File: src/sv/lome_pkg.sv
`default_nettype none
// ----------------------------------------------------------------------------
// lome_pkg: shared types and constants of the limit order matching engine
// Holds default sizes, command, side and status codes, and the request and
// result records that move between the engine's parts.
// ----------------------------------------------------------------------------
package lome_pkg;

    // default sizes
    localparam int LOME_PRICE_LEVELS = 1024;
    localparam int LOME_ORDER_SLOTS  = 1024;
    localparam int LOME_MAX_FILLS    = 63;

    // command codes
    localparam logic CMD_SUBMIT = 1'b0;
    localparam logic CMD_CANCEL = 1'b1;

    // side codes
    localparam logic SIDE_BID = 1'b0;
    localparam logic SIDE_ASK = 1'b1;

    // final status codes
    localparam logic [2:0] ST_RESTED    = 3'd0;
    localparam logic [2:0] ST_NOLEFT    = 3'd1;
    localparam logic [2:0] ST_CANCELLED = 3'd2;
    localparam logic [2:0] ST_NOTFOUND  = 3'd3;
    localparam logic [2:0] ST_FULL      = 3'd4;
    localparam logic [2:0] ST_FILLDROP  = 3'd5;

    // classified request, as queued between front and back
    typedef struct packed {
        logic        cmd;
        logic        side;
        logic [9:0]  price;     // already clamped to the book
        logic [15:0] qty;
        logic [31:0] id;        // assigned id (submit) or id to cancel
    } cmd_t;

    // one result record
    typedef struct packed {
        logic [31:0] trade_number;
        logic [31:0] buyer_id;
        logic [31:0] seller_id;
        logic [9:0]  fill_price;
        logic [15:0] fill_qty;
        logic [31:0] assigned_id;
        logic [2:0]  status;
        logic [15:0] rested_qty;
        logic [9:0]  best_bid;
        logic [9:0]  best_ask;
        logic [1:0]  sides_present;
        logic        last;
    } res_t;

endpackage
`default_nettype wire

File: src/sv/lome_if.sv
`default_nettype none
// ----------------------------------------------------------------------------
// lome_if: request and result channels of the matching engine
// Valid/ready channels; a request moves when valid and ready are both high.
// ----------------------------------------------------------------------------
interface lome_in_if;
    logic        valid;
    logic        ready;
    logic        cmd;
    logic        side;
    logic [9:0]  price;
    logic [15:0] quantity;
    logic [31:0] cancel_id;

    modport source (output valid, cmd, side, price, quantity, cancel_id, input ready);
    modport sink   (input valid, cmd, side, price, quantity, cancel_id, output ready);
endinterface

`default_nettype wire

File: src/sv/lome_front.sv
`default_nettype none
// ----------------------------------------------------------------------------
// lome_front: request intake
// Takes requests, clamps the price to the book, hands out order ids and
// pushes classified requests into the queue.
// ----------------------------------------------------------------------------
module lome_front #(
    parameter int PRICE_LEVELS = lome_pkg::LOME_PRICE_LEVELS
) (
    input  wire logic          clk,
    input  wire logic          rst_n,
    lome_in_if.sink            order,
    input  wire logic          init_done,
    input  wire logic          q_full,
    output logic               q_push,
    output lome_pkg::cmd_t     q_data
);

    localparam int PMAX = (PRICE_LEVELS > 1024) ? 1023 : PRICE_LEVELS - 1;

    logic [31:0] order_num_reg;
    logic [31:0] order_num_next;
    logic        accept;

    assign order.ready = init_done && !q_full;
    assign accept      = order.valid && order.ready;
    assign q_push      = accept;

    // classify the request
    always_comb
    begin
        q_data.cmd   = order.cmd;
        q_data.side  = order.side;
        q_data.price = (order.price > 10'(PMAX)) ? 10'(PMAX) : order.price;
        q_data.qty   = order.quantity;
        q_data.id    = (order.cmd == lome_pkg::CMD_CANCEL) ? order.cancel_id
                                                            : order_num_reg;
        order_num_next = order_num_reg;
        if (accept && order.cmd == lome_pkg::CMD_SUBMIT)
        begin
            order_num_next = order_num_reg + 32'd1;
        end
    end

    always_ff @(posedge clk or negedge rst_n)
    begin
        if (!rst_n)
        begin
            order_num_reg <= 32'd1;
        end
        else
        begin
            order_num_reg <= order_num_next;
        end
    end

endmodule
`default_nettype wire

File: src/flat_wrapper.sv
// flat-port wrapper written by rule: the top's interface ports become plain ports
module lome_front_flat 
#(
    parameter int PRICE_LEVELS = lome_pkg::LOME_PRICE_LEVELS
)
  (clk, rst_n, init_done, q_full, q_push, q_data, order_valid, order_cmd, order_side, order_price, order_quantity, order_cancel_id, order_ready);
  lome_in_if order_i ();
  input  wire logic clk;
  input  wire logic rst_n;
  input  wire logic init_done;
  input  wire logic q_full;
  output logic q_push;
  output lome_pkg::cmd_t q_data;
  input wire logic [$bits(order_i.valid)-1:0] order_valid;
  input wire logic [$bits(order_i.cmd)-1:0] order_cmd;
  input wire logic [$bits(order_i.side)-1:0] order_side;
  input wire logic [$bits(order_i.price)-1:0] order_price;
  input wire logic [$bits(order_i.quantity)-1:0] order_quantity;
  input wire logic [$bits(order_i.cancel_id)-1:0] order_cancel_id;
  output wire logic [$bits(order_i.ready)-1:0] order_ready;
  assign order_i.valid = order_valid;
  assign order_i.cmd = order_cmd;
  assign order_i.side = order_side;
  assign order_i.price = order_price;
  assign order_i.quantity = order_quantity;
  assign order_i.cancel_id = order_cancel_id;
  assign order_ready = order_i.ready;
  lome_front #(.PRICE_LEVELS(PRICE_LEVELS)) u_core (.clk(clk), .rst_n(rst_n), .order(order_i), .init_done(init_done), .q_full(q_full), .q_push(q_push), .q_data(q_data));
endmodule
File: config.mk
export PLATFORM = sky130hd
export DESIGN_NAME = lome_front_flat
export DESIGN_NICKNAME = d
export VERILOG_FILES = /design/src/sv/lome_pkg.sv /design/src/sv/lome_if.sv /design/src/sv/lome_front.sv /design/src/flat_wrapper.sv
export SDC_FILE = /design/constraint.sdc
export NUM_CORES = 1
export LEC_CHECK = 0
export ABC_CLOCK_PERIOD_IN_PS = 1750
export BUFFER_PORTS_ARGS = -buffer_cell sky130_fd_sc_hd__buf_4
export CELL_PAD_IN_SITES_DETAIL_PLACEMENT = 0
export CELL_PAD_IN_SITES_GLOBAL_PLACEMENT = 2
export CORE_MARGIN = 8
export CORE_UTILIZATION = 22
export DETAILED_ROUTE_END_ITERATION = 12
export MAX_ROUTING_LAYER = met4
export PLACE_DENSITY = 0.75
export SLEW_MARGIN = 10
export SYNTH_ARGS = -nofsm -noshare
export SYNTH_HDL_FRONTEND = slang
export SYNTH_SLANG_ARGS = --single-unit
export TNS_END_PERCENT = 1
File: constraint.sdc
create_clock -name clk -period 1.75 [get_ports clk]
set_input_delay 0.175 -clock clk [delete_from_list [all_inputs] [get_ports clk]]
set_output_delay 0.175 -clock clk [all_outputs]
set_load 0.05 [all_outputs]
[Word level (Yosys, flattened, before mapping)]
Index checks and enable logic that the tools add are counted.
Cells by class
  $add $sub $neg: 1
  $lt $le $gt $ge: 1
  muxes and demuxes: 2
  bitwise logic cells: 1
  reductions and logical operators: 4
Operators by type and width (number)
  32-bit by 1-bit adder with 32-bit output (second input constant): 1
  32-bit 2-to-1 mux: 1
  10-bit greater-than comparator (second input constant): 1
  10-bit 2-to-1 mux: 1
  1-bit logical AND: 3
  1-bit logical NOT: 1
  1-bit inverter: 1
Word-level totals
  bits in registers: 32
  input port bits: 65
  output and inout port bits: 62
  word-level logic and storage cells: 10

[Longest topological paths before layout]
  depth after elaboration: 4
  depth in mapped cells: 7
  mapped depth without buffers: 5

[Worst setup path after synthesis]
Ideal clock, no wire load.
  kind: input to output
  from: input port order_cmd
  to: output port q_data[11] in the netlist's numbering
  arrival: 1.628 ns
  required time: 1.575 ns
  slack: -0.053 ns
  cell stages on the path: 3
  path buffers: 2
  cell sequence: buf_6 > clkbuf_1 > o21ai_0
RTL lines
  from (decl): RTL line flat_wrapper.sv:15  | input wire logic [$bits(order_i.cmd)-1:0] order_cmd;
  to (decl): RTL line flat_wrapper.sv:13  | output lome_pkg::cmd_t q_data;

[Final worst setup path]
  from: register u_core.order_num_reg[0]
  to: register u_core.order_num_reg[31]
On the way
  longest elaborated chain between the ends: 1
RTL lines
  from (decl): RTL line lome_front.sv:21  | logic [31:0] order_num_reg;
  from (signal assigned): RTL line lome_front.sv:53  | order_num_reg <= order_num_next;
  32-bit by 1-bit adder with 32-bit output: RTL line lome_front.sv:41  | order_num_next = order_num_reg + 32'd1;
No other way between the ends.
A chain may end at the register's enable or synchronous reset.

==> results.md <==
- Slowest cell on crit path: dfstp_2
- Mapped cell area: 2070 um2
- Synth Instances: 199
- Normalized max-slew margin: 71.1%
- RSZ-0062 raised after global routing: false
- Inserted Clock Buffers: 5
- Fin nets: 337
- Hold EP: u_core.order_num_reg[0]
- Post-Place Cell Area: 2710 um2
- Share of layout cells above drive strength 1: 54.4%
- Mux cell area share after synthesis: 16.9%
- Crit path time final: 1.66 ns
- Yosys top cell area share: 37.5%
- Slew Limit Fails: 0
- Routed vias/inst: 4.19
- Post-Synth XOR/XNOR Area: 13.1%
- Status: completed
- Compound-Gate Fraction of Synth Area: 0.242%
- Largest family of logic cells by synthesized area: simple AND/OR/NAND/NOR gates
- Std-Cell Core Area: 9200 um2
- Final setup vio count: 0
- Asr flop ratio synth: 100%
- Post-synth EDFFs: 0
- Power Density: 731 nW/um2
- Clock sinks: 32
- Die W: 113 um
- Post-Synth Adder-Cell Area: 0.604%
- Cell area after layout: 2840 um2
- PortBufs: 72
- Initial antenna violation count: 0
- Initial DRC count: 68
- Pre-antenna DRT Iters: 3
- HP Class: input pin to flip-flop
- Post-DP HPWL: 4.17 mm
- Unique cell type count in the Yosys netlist: 27
- Leading area contributor after synthesis: dfrtp_1
- H-Tree Depth: 2
- DR DRC count: 0
- Site Rows: 35
- Sequential area share after synthesis: 38.7%
- Largest cells by area after synthesis: dfrtp_1 37%, mux2_2 17%, xnor2_1 11%
- Worst-path clk slew: 0.07 ns
- Skew-Pair Late Insertion Delay: 0.28 ns
- Synth Area in Simple Gates: 19.6%
- P_int: 1.38 mW
- Psw: 0.697 mW
- PnR worst setup slack: 0.0933 ns
- Clk network pwr share: 28.1%
- R2R cell count: 4
- Clk root buf: clkbuf_8
- Fmax: 604 MHz
- Sw frac: 33.6%
- Area grow syn2layout: 37.2%
- CP Capture Type: flip-flop
- Most used DFF post-synth: dfrtp_1
- First-pass GRT wire length: 8.73 mm
- Reg-to-reg slack, setup: 0.09 ns
- Place WS: 0.00566 ns
- Largest net degree at the start of global routing: 36
- CP arrival: 1.86 ns
- R2R Path End: u_core.order_num_reg[31]
- Hold Crit Depth: 4
- Final ANT Viol Nets: 0
- Total track usage: 8.65%
- Antenna diodes: 0
- Die Span Y: 113 um
- Synthesis Warnings: 0
- MaxCap Viol Count: 0
- Crit path launch type: flip-flop
- Max FFs per register: 32
- Hold Path Origin: order_valid
- Crit share post-route: 94.7%
- Drt wl/cell: 13.7 um
- Seq pwr share: 40.0%
- DR vias: 1606
- Grt total ovfl: 0
- Routed WL: 5.23 mm
- Setup Skew: 0.00721 ns
- Mapped Nets: 265
- Vias in the first global route: 1779
- TritonCTS clock tree: yes
- Final hold violation count: 0
- Reg-to-Reg Start: u_core.order_num_reg[0]
- Initial core utilization: 22.5%
- Post-synthesis register bit count: 32
- Fillers: 973
- Peak per-stage delay on the critical path: 0.55 ns
- DIE AREA: 12800 um2
- Critical-path cell list: nand3_1 > or3_4 > nor4_2 > xor2_1
- Crit-path max FO: 5
- CP Class: flip-flop to flip-flop
- Fin Setup TNS: 0 ns
- IO Pins: 127
- Clk buf depth: 2
- Logic gate share of total power: 31.9%
- Synth top cells by count: 31 x dfrtp_1, 31 x mux2_2, 25 x xnor2_1, 18 x buf_4, 17 x nand2_1
- Leakage Power: 1.35 nW
- Worst slew pin tran: 0.433 ns
- Syn Area/Cell: 10.4 um2
- Peak VDD IR: 0.392 mV
- Critical Path RT: 1.95 ns
- GP Congestion: 0.727
[worst max-delay path: cells and delay by family, from the launching register on]
kind / cells / cell delay [ns]
flip-flops: 1 / 0.55
XOR/XNOR: 1 / 0.18
AND/OR/NAND/NOR: 3 / 0.86
[metrics by stage]
| step | total power [mW] | std cells | util [%] | hold WS [ns] |
|---|---|---|---|---|
| floorplan | 1.40 | 199 | - | -0.121 |
| global placement | 1.51 | 371 | 29.4 | 0.137 |
| detailed placement | 1.51 | 371 | 29.4 | 0.143 |
| CTS | 2.11 | 380 | 30.6 | 0.330 |
| global route | 2.17 | 383 | 30.9 | 0.341 |
| finish | 2.07 | 383 | 30.9 | 0.331 |
[how the worst max path moves through the flow]
stage | start | endpoint | slack, ns | depth (start not counted)
2_1_floorplan | u_core.order_num_reg[17] | u_core.order_num_reg[31] | 0.11 | 4
3_3_place_gp | u_core.order_num_reg[0] | u_core.order_num_reg[31] | 0.10 | 4
3_5_place_dp | u_core.order_num_reg[0] | u_core.order_num_reg[31] | 0.006 | 4
4_1_cts | u_core.order_num_reg[8] | u_core.order_num_reg[31] | 0.04 | 4
5_1_grt | u_core.order_num_reg[0] | u_core.order_num_reg[31] | 0.005 | 4
6_report | u_core.order_num_reg[0] | u_core.order_num_reg[31] | 0.09 | 4
[cells in the final DEF (no fill, tap or decap), types with 2 or more instances in the layout]
| cell | n |
|---|---|
| inv_1 | 2 |
| xor2_1 | 6 |
| nor3_1 | 4 |
| clkbuf_8 | 6 |
| or2_2 | 2 |
| mux2_2 | 31 |
| nor4_2 | 3 |
| buf_4 | 98 |
| nor2_1 | 5 |
| clkinv_2 | 2 |
| and3_1 | 4 |
| nand2_1 | 17 |
| dfrtp_1 | 30 |
| nand3_1 | 10 |
| nand4_1 | 13 |
| xnor2_1 | 25 |
| nor2b_1 | 2 |
[routing by layer]
metal  part of all wire, %  routed length (um)  track usage (%)
met3                   8.1                 423             3.51
met1                    47                2450             10.5
met2                    44                2330             12.9
met5                     0                   0                -
met4                  0.52                  27             2.58
[final cells by class]
| class | count | area (um2) | area share, % |
|---|---|---|---|
| multi-input cells | 131 | 1050 | 37.0 |
| flip-flops and latches | 32 | 803 | 28.3 |
| repair buffers | 99 | 746 | 26.3 |
| well taps | 111 | 139 | 4.89 |
| clock buffers | 6 | 82.6 | 2.91 |
| clock inverters | 2 | 10.0 | 0.352 |
| inverters | 2 | 7.51 | 0.264 |
[cells by family after synthesis]
| group | after synthesis |
|---|---|
| simple gates | 67 |
| fa+ha+maj | 1 |
| flops | 32 |
| mux | 31 |
| buf+inv | 36 |
| compound gates | 1 |
| xor+xnor | 31 |
[timing repair]
item                                    CTS  global route
cloned                                    0             0
hold buffers                              1             0
resized for setup                         2             1
endpoints found under the setup margin    1             3
endpoints found under the hold margin    31             0
pin swaps                                 0             2
buffers inserted                          0             3
[power groups by stage]
| stage | registers, mW | clock network, mW | logic [mW] |
|---|---|---|---|
| 2_1_floorplan | 0.852 | 0 | 0.552 |
| 3_3_place_gp | 0.841 | 0 | 0.671 |
| 3_5_place_dp | 0.845 | 0 | 0.669 |
| 4_1_cts | 0.831 | 0.605 | 0.674 |
| 5_1_grt | 0.835 | 0.630 | 0.705 |
| 6_report | 0.829 | 0.584 | 0.662 |
No activity file was read; power rests on OpenSTA's default activity.
