$ cat src/sv/lome_pkg.sv
`default_nettype none
// ----------------------------------------------------------------------------
// lome_pkg: shared types and constants of the limit order matching engine
// Holds default sizes, command, side and status codes, and the request and
// result records that move between the engine's parts.
// ----------------------------------------------------------------------------
package lome_pkg;

    // default sizes
    localparam int LOME_PRICE_LEVELS = 1024;
    localparam int LOME_ORDER_SLOTS  = 1024;
    localparam int LOME_MAX_FILLS    = 63;

    // command codes
    localparam logic CMD_SUBMIT = 1'b0;
    localparam logic CMD_CANCEL = 1'b1;

    // side codes
    localparam logic SIDE_BID = 1'b0;
    localparam logic SIDE_ASK = 1'b1;

    // final status codes
    localparam logic [2:0] ST_RESTED    = 3'd0;
    localparam logic [2:0] ST_NOLEFT    = 3'd1;
    localparam logic [2:0] ST_CANCELLED = 3'd2;
    localparam logic [2:0] ST_NOTFOUND  = 3'd3;
    localparam logic [2:0] ST_FULL      = 3'd4;
    localparam logic [2:0] ST_FILLDROP  = 3'd5;

    // classified request, as queued between front and back
    typedef struct packed {
        logic        cmd;
        logic        side;
        logic [9:0]  price;     // already clamped to the book
        logic [15:0] qty;
        logic [31:0] id;        // assigned id (submit) or id to cancel
    } cmd_t;

    // one result record
    typedef struct packed {
        logic [31:0] trade_number;
        logic [31:0] buyer_id;
        logic [31:0] seller_id;
        logic [9:0]  fill_price;
        logic [15:0] fill_qty;
        logic [31:0] assigned_id;
        logic [2:0]  status;
        logic [15:0] rested_qty;
        logic [9:0]  best_bid;
        logic [9:0]  best_ask;
        logic [1:0]  sides_present;
        logic        last;
    } res_t;

endpackage
`default_nettype wire

$ cat src/sv/lome_queue.sv
`default_nettype none
// ----------------------------------------------------------------------------
// lome_queue: two-entry request queue
// Decouples the intake from the book sequencer.
// ----------------------------------------------------------------------------
module lome_queue (
    input  wire logic           clk,
    input  wire logic           rst_n,
    input  wire logic           push,
    input  wire lome_pkg::cmd_t push_data,
    output logic                full,
    input  wire logic           pop,
    output logic                valid,
    output lome_pkg::cmd_t      data
);

    lome_pkg::cmd_t entry_reg [2];
    logic           wr_ptr_reg;
    logic           rd_ptr_reg;
    logic [1:0]     count_reg;

    assign full  = (count_reg == 2'd2);
    assign valid = (count_reg != 2'd0);
    assign data  = entry_reg[rd_ptr_reg];

    // storage
    always_ff @(posedge clk)
    begin
        if (push)
        begin
            entry_reg[wr_ptr_reg] <= push_data;
        end
    end

    // pointers and fill count
    always_ff @(posedge clk or negedge rst_n)
    begin
        if (!rst_n)
        begin
            wr_ptr_reg <= 1'b0;
            rd_ptr_reg <= 1'b0;
            count_reg  <= 2'd0;
        end
        else
        begin
            if (push)
            begin
                wr_ptr_reg <= ~wr_ptr_reg;
            end
            if (pop)
            begin
                rd_ptr_reg <= ~rd_ptr_reg;
            end
            count_reg <= count_reg + {1'b0, push} - {1'b0, pop};
        end
    end

endmodule
`default_nettype wire

$ cat config.mk
export PLATFORM = sky130hd
export DESIGN_NAME = lome_queue
export DESIGN_NICKNAME = d
export VERILOG_FILES = /design/src/sv/lome_pkg.sv /design/src/sv/lome_queue.sv
export SDC_FILE = /design/constraint.sdc
export NUM_CORES = 1
export LEC_CHECK = 0
export BUFFER_PORTS_ARGS = -buffer_cell sky130_fd_sc_hd__clkbuf_2
export CORE_MARGIN = 5
export CORE_UTILIZATION = 47
export CTS_CLUSTER_DIAMETER = 50
export DETAILED_ROUTE_END_ITERATION = 10
export GPL_TIMING_DRIVEN = 0
export PLACE_DENSITY = 0.76
export SYNTH_ARGS = -nofsm -noshare
export SYNTH_HDL_FRONTEND = slang
export SYNTH_SLANG_ARGS = --single-unit
$ cat constraint.sdc
create_clock -name clk -period 3.7 [get_ports clk]
set_input_delay 0.185 -clock clk [delete_from_list [all_inputs] [get_ports clk]]
set_output_delay 0.185 -clock clk [all_outputs]
set_load 0.01 [all_outputs]
### Word level (Yosys, flattened, before mapping)

Memories as Yosys holds them, arrays and structs flattened.
Cells that the tools add are included.

* bits in registers: 4
* memory bits (writable): 120
* bits of input ports: 64
* output and inout bits: 62
* memories kept: 1

Memory list
* entry_reg: depth 2, bits a word 60, rd ports 1, clocked after memory_dff 0, wr ports 1, line lome_queue.sv:17 `lome_pkg::cmd_t entry_reg [2];`

* add/subtract/negate cells: 2
* eq/ne operators: 1
* mux-type cells: 2
* bitwise gates (word level): 2
* reduce and logical (&&, ||, !) cells: 1

Operators by type and width (number)
* $add 2x1->2: 1
* $eq 2x2->1 const B: 1
* $mux 1: 2
* $not 1->1: 2
* $reduce_bool 2->1: 1
* $sub 2x1->2: 1

### Depth between registers and ports, before layout

Gate-level depths: netlist of run 1.

* depth in word-level cells: 2
* depth in mapped cells: 5
* mapped depth without buffers: 5

### Worst setup path before layout of run 1

No wires, ideal clock.

* kind: reg2reg
* start point: reg wr_ptr_reg
* end point: mem entry_reg[0][0] (netlist name), enable pin
* arrival time: 3072 ps
* setup slack: 143 ps
* stages on the path, launching flop included: 2
* path buffers: 0
* period minus slack after synthesis: 3557 ps
* cell sequence: dfrtp_1 nor2b_1

RTL lines
* start, declared: line lome_queue.sv:18 `logic wr_ptr_reg;`
* start signal, assigned: line lome_queue.sv:48 `wr_ptr_reg <= ~wr_ptr_reg;`
* end, declared: line lome_queue.sv:17

Straight into the memory's write port.

==> results.toml, run 1 <==
[setup_path]
critPathArrivalTime_ns = 1.63
critPathRequiredTime_ns = 3.51
worst_setup_path_end_kind = "output pin"
r2r_start = "wr_ptr_reg$_DFFE_PN0P_"
r2r_slack_ns = 1.89
r2r-end = "entry_reg[0][33]$_DFFE_PP_"
worst-setup-path-type = "reg -> out"
worstPathMaxFanout = 10
reg2reg_depth = 2
worstSetupStartpointType = "flop"

[floorplanning]
ioPinCount = 126
initial_core_util_pct = 47.43
core_area_mm2 = 0.01018
placementRows = 37
die_w_um = 111.4
fp.dieH_um = 111.4
dieArea_mm2 = 0.01241

[place]
placed_cells = 464
dp_hpwl_um = 5407
port-buffer-count = 125
pre_cts_slack_ns = 1.841
finalWeightedCongestion = 0.6585
dpl-instance-area_mm2 = 0.005657

[timing]
setup_ws_ns = 1.883
fmax_mhz = 550.5
skew_ns = 0.005398
finalSetupViolations = 0
hold_viol = 0
period_minus_slack_ns = 1.817
rsz0062_at_grt = "false"
setup-tns-final_ns = 0
tightestPinTransition_ns = 0.9305
max-slew-margin-rel_pct = 37.84
finalCritPeriodShare_pct = 49.09
drv_slew = 0

[yosys]
synth_top_family_by_area = "multiplexers"
synthMuxAreaShare_pct = 18.57
yosysSeqAreaShare_pct = 76.66
yosys.area.top_type = "edfxtp_1"
syn_nets = 268
synth_area_mm2 = 0.004831
synthCells = 202
yosys.area_share.simple_pct = 0.5180
synth_xor_area_share_pct = 0.8547
syn_avg_cell_area_um2 = 23.92
yosys-top-cells-count = "120 x edfxtp_1, 59 x mux2_4, 6 x buf_12, 4 x dfrtp_1"
yosysWarningCount = 0
ys.flop_type = "edfxtp_1"
ys_seq_elements = 124
yosys.area.top_type_share_pct = 74.59
yosys.area_share.adder_pct = 0.5180
synth.distinct_cells = 13
synth_compound_area_share_pct = 0
synth_edf_count = 120
yosysMostFrequentCell = "edfxtp_1"
synth_area_leaders = "edfxtp_1 75%, mux2_4 18%, buf_12 2.5%"
synth-async-reset-ratio_pct = 3.226

[clock_network]
htree_levels = 4
post_cts_buffers = 0
clk_latency_ns = 0.50
numCtsBuffers = 17
cts_tree = "built"
clockBufferDepth = 2
clock-sinks = 124
cts_resized = 0
clk_pin_slew_ns = 0.06
cts_root_buffer = "clkbuf_8"

[cells_and_area]
drive_gt1_share_pct = 52.72
final_util_pct = 67.57
fin_nets = 476
largest_register_ffs = 120
area_growth_pct = 42.45
antennaDiodeCount = 0
design_area_mm2 = 0.006882
final_cells = 559
fillCellCount = 704

[run]
cap_violations = 0

[status]
status = "finished, final reports clean"

[route]
drc_errors = 0
first_pass_iters = 4
vias_per_cell = 4.599
routed_wl_um = 8873
via_count = 2571
wl_per_cell_um = 15.87
ant_nets = 0
drtIter0Drc = 83

[global_routing]
grt_usage_pct = 15.35
overflow = 0
grt-busiest-layer = "met2"
grt_pass1_wl_um = 14610
met1_usage_pct = 17.03
use_met3_pct = 6.033
use_met2_pct = 26.82
grt_max_degree = 61
grt_pass1_vias = 2869
antenna_found_initial = 0

[power]
powerDensity_mw_per_mm2 = 760.0
ir_worst_vdd_mv = 0.4512
p_leak_nw = 2.862

[worst_hold_path]
worstHoldPathType = "in -> async"
[how the worst max path moves through the flow]
stage	end	slack (ns)	from
floorplan	entry_reg[0][0]$_DFFE_PP_	0.14	wr_ptr_reg$_DFFE_PN0P_
global placement	entry_reg[0][35]$_DFFE_PP_	-1.31	wr_ptr_reg$_DFFE_PN0P_
detailed placement	entry_reg[0][47]$_DFFE_PP_	1.84	wr_ptr_reg$_DFFE_PN0P_
CTS	entry_reg[0][46]$_DFFE_PP_	1.83	wr_ptr_reg$_DFFE_PN0P_
global route	entry_reg[0][2]$_DFFE_PP_	1.77	wr_ptr_reg$_DFFE_PN0P_
finish	data[56]	1.88	rd_ptr_reg$_DFFE_PN0P_
[metal layers]
metal,vias to the layer above,part of all wire (%)
li1,1220,-
met1,1252,39
met2,86,53
met3,13,6.5
met4,0,1.1
met5,-,0
[cell usage in the layout, fill, tap and decap left out, types with 2 or more instances in the layout]
| master | instances |
|---|---|
| ha_1 | 2 |
| clkinv_1 | 4 |
| clkinv_2 | 2 |
| bufinv_16 | 4 |
| mux2_4 | 59 |
| edfxtp_1 | 120 |
| dfrtp_1 | 4 |
| buf_12 | 7 |
| xor2_1 | 2 |
| clkbuf_16 | 16 |
| clkinvlp_4 | 3 |
| dlygate4sd3_1 | 63 |
| clkbuf_2 | 125 |
| inv_1 | 2 |
[cell type report]
class,instances,area [um2],share of cell area [%]
multi-input cells,69,998.5,14.51
inverters,2,7.507,0.1091
flip-flops and latches,124,3704,53.82
clock inverters,14,176.4,2.564
clock buffers,18,417.9,6.073
repair buffers,189,1276,18.55
plain buffers,7,131.4,1.909
well taps,136,170.2,2.473
[through the flow]
stage / hold WS [ns] / power (W)
2_1_floorplan: -0.1106 / 0.003105
3_3_place_gp: -0.002185 / 0.003578
3_5_place_dp: 0.001244 / 0.003598
4_1_cts: 0.005551 / 0.005301
5_1_grt: 0.004100 / 0.005490
6_report: 0.02831 / 0.005230
[logic make-up after synthesis]
| logic type | Yosys count |
|---|---|
| adders and majority gates | 2 |
| xor gates and xnor gates | 3 |
| and+or+nand+nor | 4 |
| buffers and inverters | 9 |
| muxes | 60 |
| DFF | 124 |
[critical path, stage by stage (launching register included)]
cell,delay (ns)
dfrtp_1,0.33
buf_6,0.18
buf_12,0.17
mux2_4,0.30
clkbuf_2,0.15
[report_power, final]
| part | internal [W] | switching (W) | leakage (nW) |
|---|---|---|---|
| logic | 0.000900 | 0.000748 | 1.41 |
| registers | 0.00187 | 0.0000755 | 1.17 |
| clock network | 0.00108 | 0.000555 | 0.281 |
[repair_timing]
item / CTS / global route
hold buffers: 63 / 0
setup endpoints to repair: 0 / 0
hold endpoints to repair: 127 / 0
Note: power is estimated with default switching activity, not from simulation.
==> run 2: changes to the inputs <==
CORE_UTILIZATION = 48   (was 47)
PLACE_DENSITY = 0.75   (was 0.76)
clock period = 1.7 ns   (was 3.7 ns; I/O delays follow)
==> run 2 against run 1 <==
Net effect: first-iteration DRC count decreased by 3.6%; sequential share of layout area down 0.49 points; cell count stayed put; sequential power up 120%; largest power group unchanged; clock power is 95% higher; combinational power grew 130%; wire length increased by 3.1%; clock skew down 0.0017 ns; the flow now finishes with violations (negative setup slack); worst hold slack gained 0.28 ns; highest routed layer unchanged; global-route usage up 0.55 points; worst setup slack worse by 1.9 ns.
==> results.toml, run 2 (same netlist as run 1, synthesis figures left out) <==
[route]
drc_errors = 0
vias_per_cell = 4.612
drtIter0Drc = 80
via_count = 2578
wl_per_cell_um = 16.37
routed_wl_um = 9149
first_pass_iters = 4
ant_nets = 0

[cells_and_area]
multiInputGateArea_um2 = 998.5
fin_nets = 480
final_util_pct = 71.06
design_area_mm2 = 0.006945
drive_gt1_share_pct = 52.58
fillCellCount = 633
antennaDiodeCount = 0
seqCellArea_mm2 = 0.003704
area_growth_pct = 43.77
largest_register_ffs = 120
final_common_cell = "edfxtp_1"
mostFrequentLayoutCells = "120 x edfxtp_1, 117 x clkbuf_2, 64 x dlygate4sd3_1"

[floorplanning]
placementRows = 36
die_w_um = 110.3
fp.dieH_um = 110.3
initial_core_util_pct = 49.42
ioPinCount = 126
dieArea_mm2 = 0.01217
core_area_mm2 = 0.009774

[clock_network]
numCtsBuffers = 17
clk_pin_slew_ns = 0.05
cts_tree = "built"
clock-sinks = 124
clockBufferDepth = 2
htree_levels = 4
clk_latency_ns = 0.50
cts_root_buffer = "clkbuf_8"

[timing]
rsz0062_at_grt = "true"
max-slew-margin-rel_pct = 45.08
setup_ws_ns = -0.02691
finalCritPeriodShare_pct = 101.6
skew_ns = 0.003680
finalSetupViolations = 59
hold_viol = 0
period_minus_slack_ns = 1.727
worst_hold_slack_ns = 0.3065
drv_slew = 0
fmax_mhz = 579.1
tightestPinTransition_ns = 0.8238

[setup_path]
critPathRequiredTime_ns = 1.62
critPathArrivalTime_ns = 1.64
worst-setup-path-type = "reg -> out"
worst_setup_path_end_kind = "output pin"
worstSetupStartpointType = "flop"
worstPathMaxFanout = 10

[global_routing]
grt_usage_pct = 15.91
grt_pass1_vias = 2778
overflow = 0
grt_pass1_wl_um = 13940
antenna_found_initial = 0
grt_max_degree = 61

[power]
ir_worst_vdd_mv = 0.9804
powerDensity_mw_per_mm2 = 1628
p_leak_nw = 2.895

[place]
dp_hpwl_um = 5429
dpl-instance-area_mm2 = 0.005680
port-buffer-count = 125
finalWeightedCongestion = 0.6281

[run]
cap_violations = 0

[status]
status = "finished with violations"
failed_checks = "negative setup slack"

[worst_hold_path]
worstHoldPathType = "in -> reg"
[run 2: area by class of cell]
cell class | instances | area share, %
plain buffers | 7 | 2.018
clock buffers | 21 | 6.179
clock inverters | 10 | 1.441
inverters | 2 | 0.1081
multi-input cells | 69 | 14.38
flip-flops and latches | 124 | 53.32
well taps | 133 | 2.396
repair buffers | 193 | 20.16
[run 2: power by group]
part / switching, W / internal [W] / total (W)
clock network: 0.00115 / 0.00205 / 0.00320
logic: 0.00169 / 0.00218 / 0.00387
registers: 0.000169 / 0.00407 / 0.00424
[run 2: worst paths after layout]
check	startpoint	endpoint	depth (start not counted)	slack [ns]
max in group asynchronous	rst_n	rd_ptr_reg$_DFFE_PN0P_	3	1.04
min reg2reg	wr_ptr_reg$_DFFE_PN0P_	wr_ptr_reg$_DFFE_PN0P_	1	0.55
max reg2reg	wr_ptr_reg$_DFFE_PN0P_	entry_reg[1][48]$_DFFE_PP_	1	0.16
min	push_data[6]	entry_reg[1][6]$_DFFE_PP_	2	0.31
min in group asynchronous	rst_n	wr_ptr_reg$_DFFE_PN0P_	3	0.49
max	rd_ptr_reg$_DFFE_PN0P_	data[11]	4	-0.03
[run 2: repair_timing]
action | CTS | global route
hold buffers | 64 | 0
gates cloned | 0 | 1
setup buffers | 1 | 0
resized for setup | 3 | 19
endpoints found under the hold margin | 127 | 0
endpoints found under the setup margin | 59 | 59
[run 2: per-stage QoR]
stage / instances / power [W] / TNS, ns / setup WS [ns]
detailed placement: 462 / 0.007867 / 0 / 0.1348
CTS: 558 / 0.01128 / -3.054 / -0.07314
finish: 559 / 0.01130 / -0.8632 / -0.02691
floorplan: 202 / 0.006736 / -2.231 / -0.03719
global route: 559 / 0.01185 / -4.805 / -0.09774
global placement: 460 / 0.007750 / -53.47 / -0.5463
[run 2: layer usage]
layer / GRT usage, % / wire [um]
met1: 17.11 / 3382
met2: 28.42 / 5095
met3: 4.659 / 497
met4: 7.916 / 173
met5: 0 / 0
[run 2: critical path: stages, from the launching register on]
cell and delay [ns]:
dfrtp_1 0.39, buf_12 0.16, buf_12 0.15, mux2_4 0.30, clkbuf_2 0.13
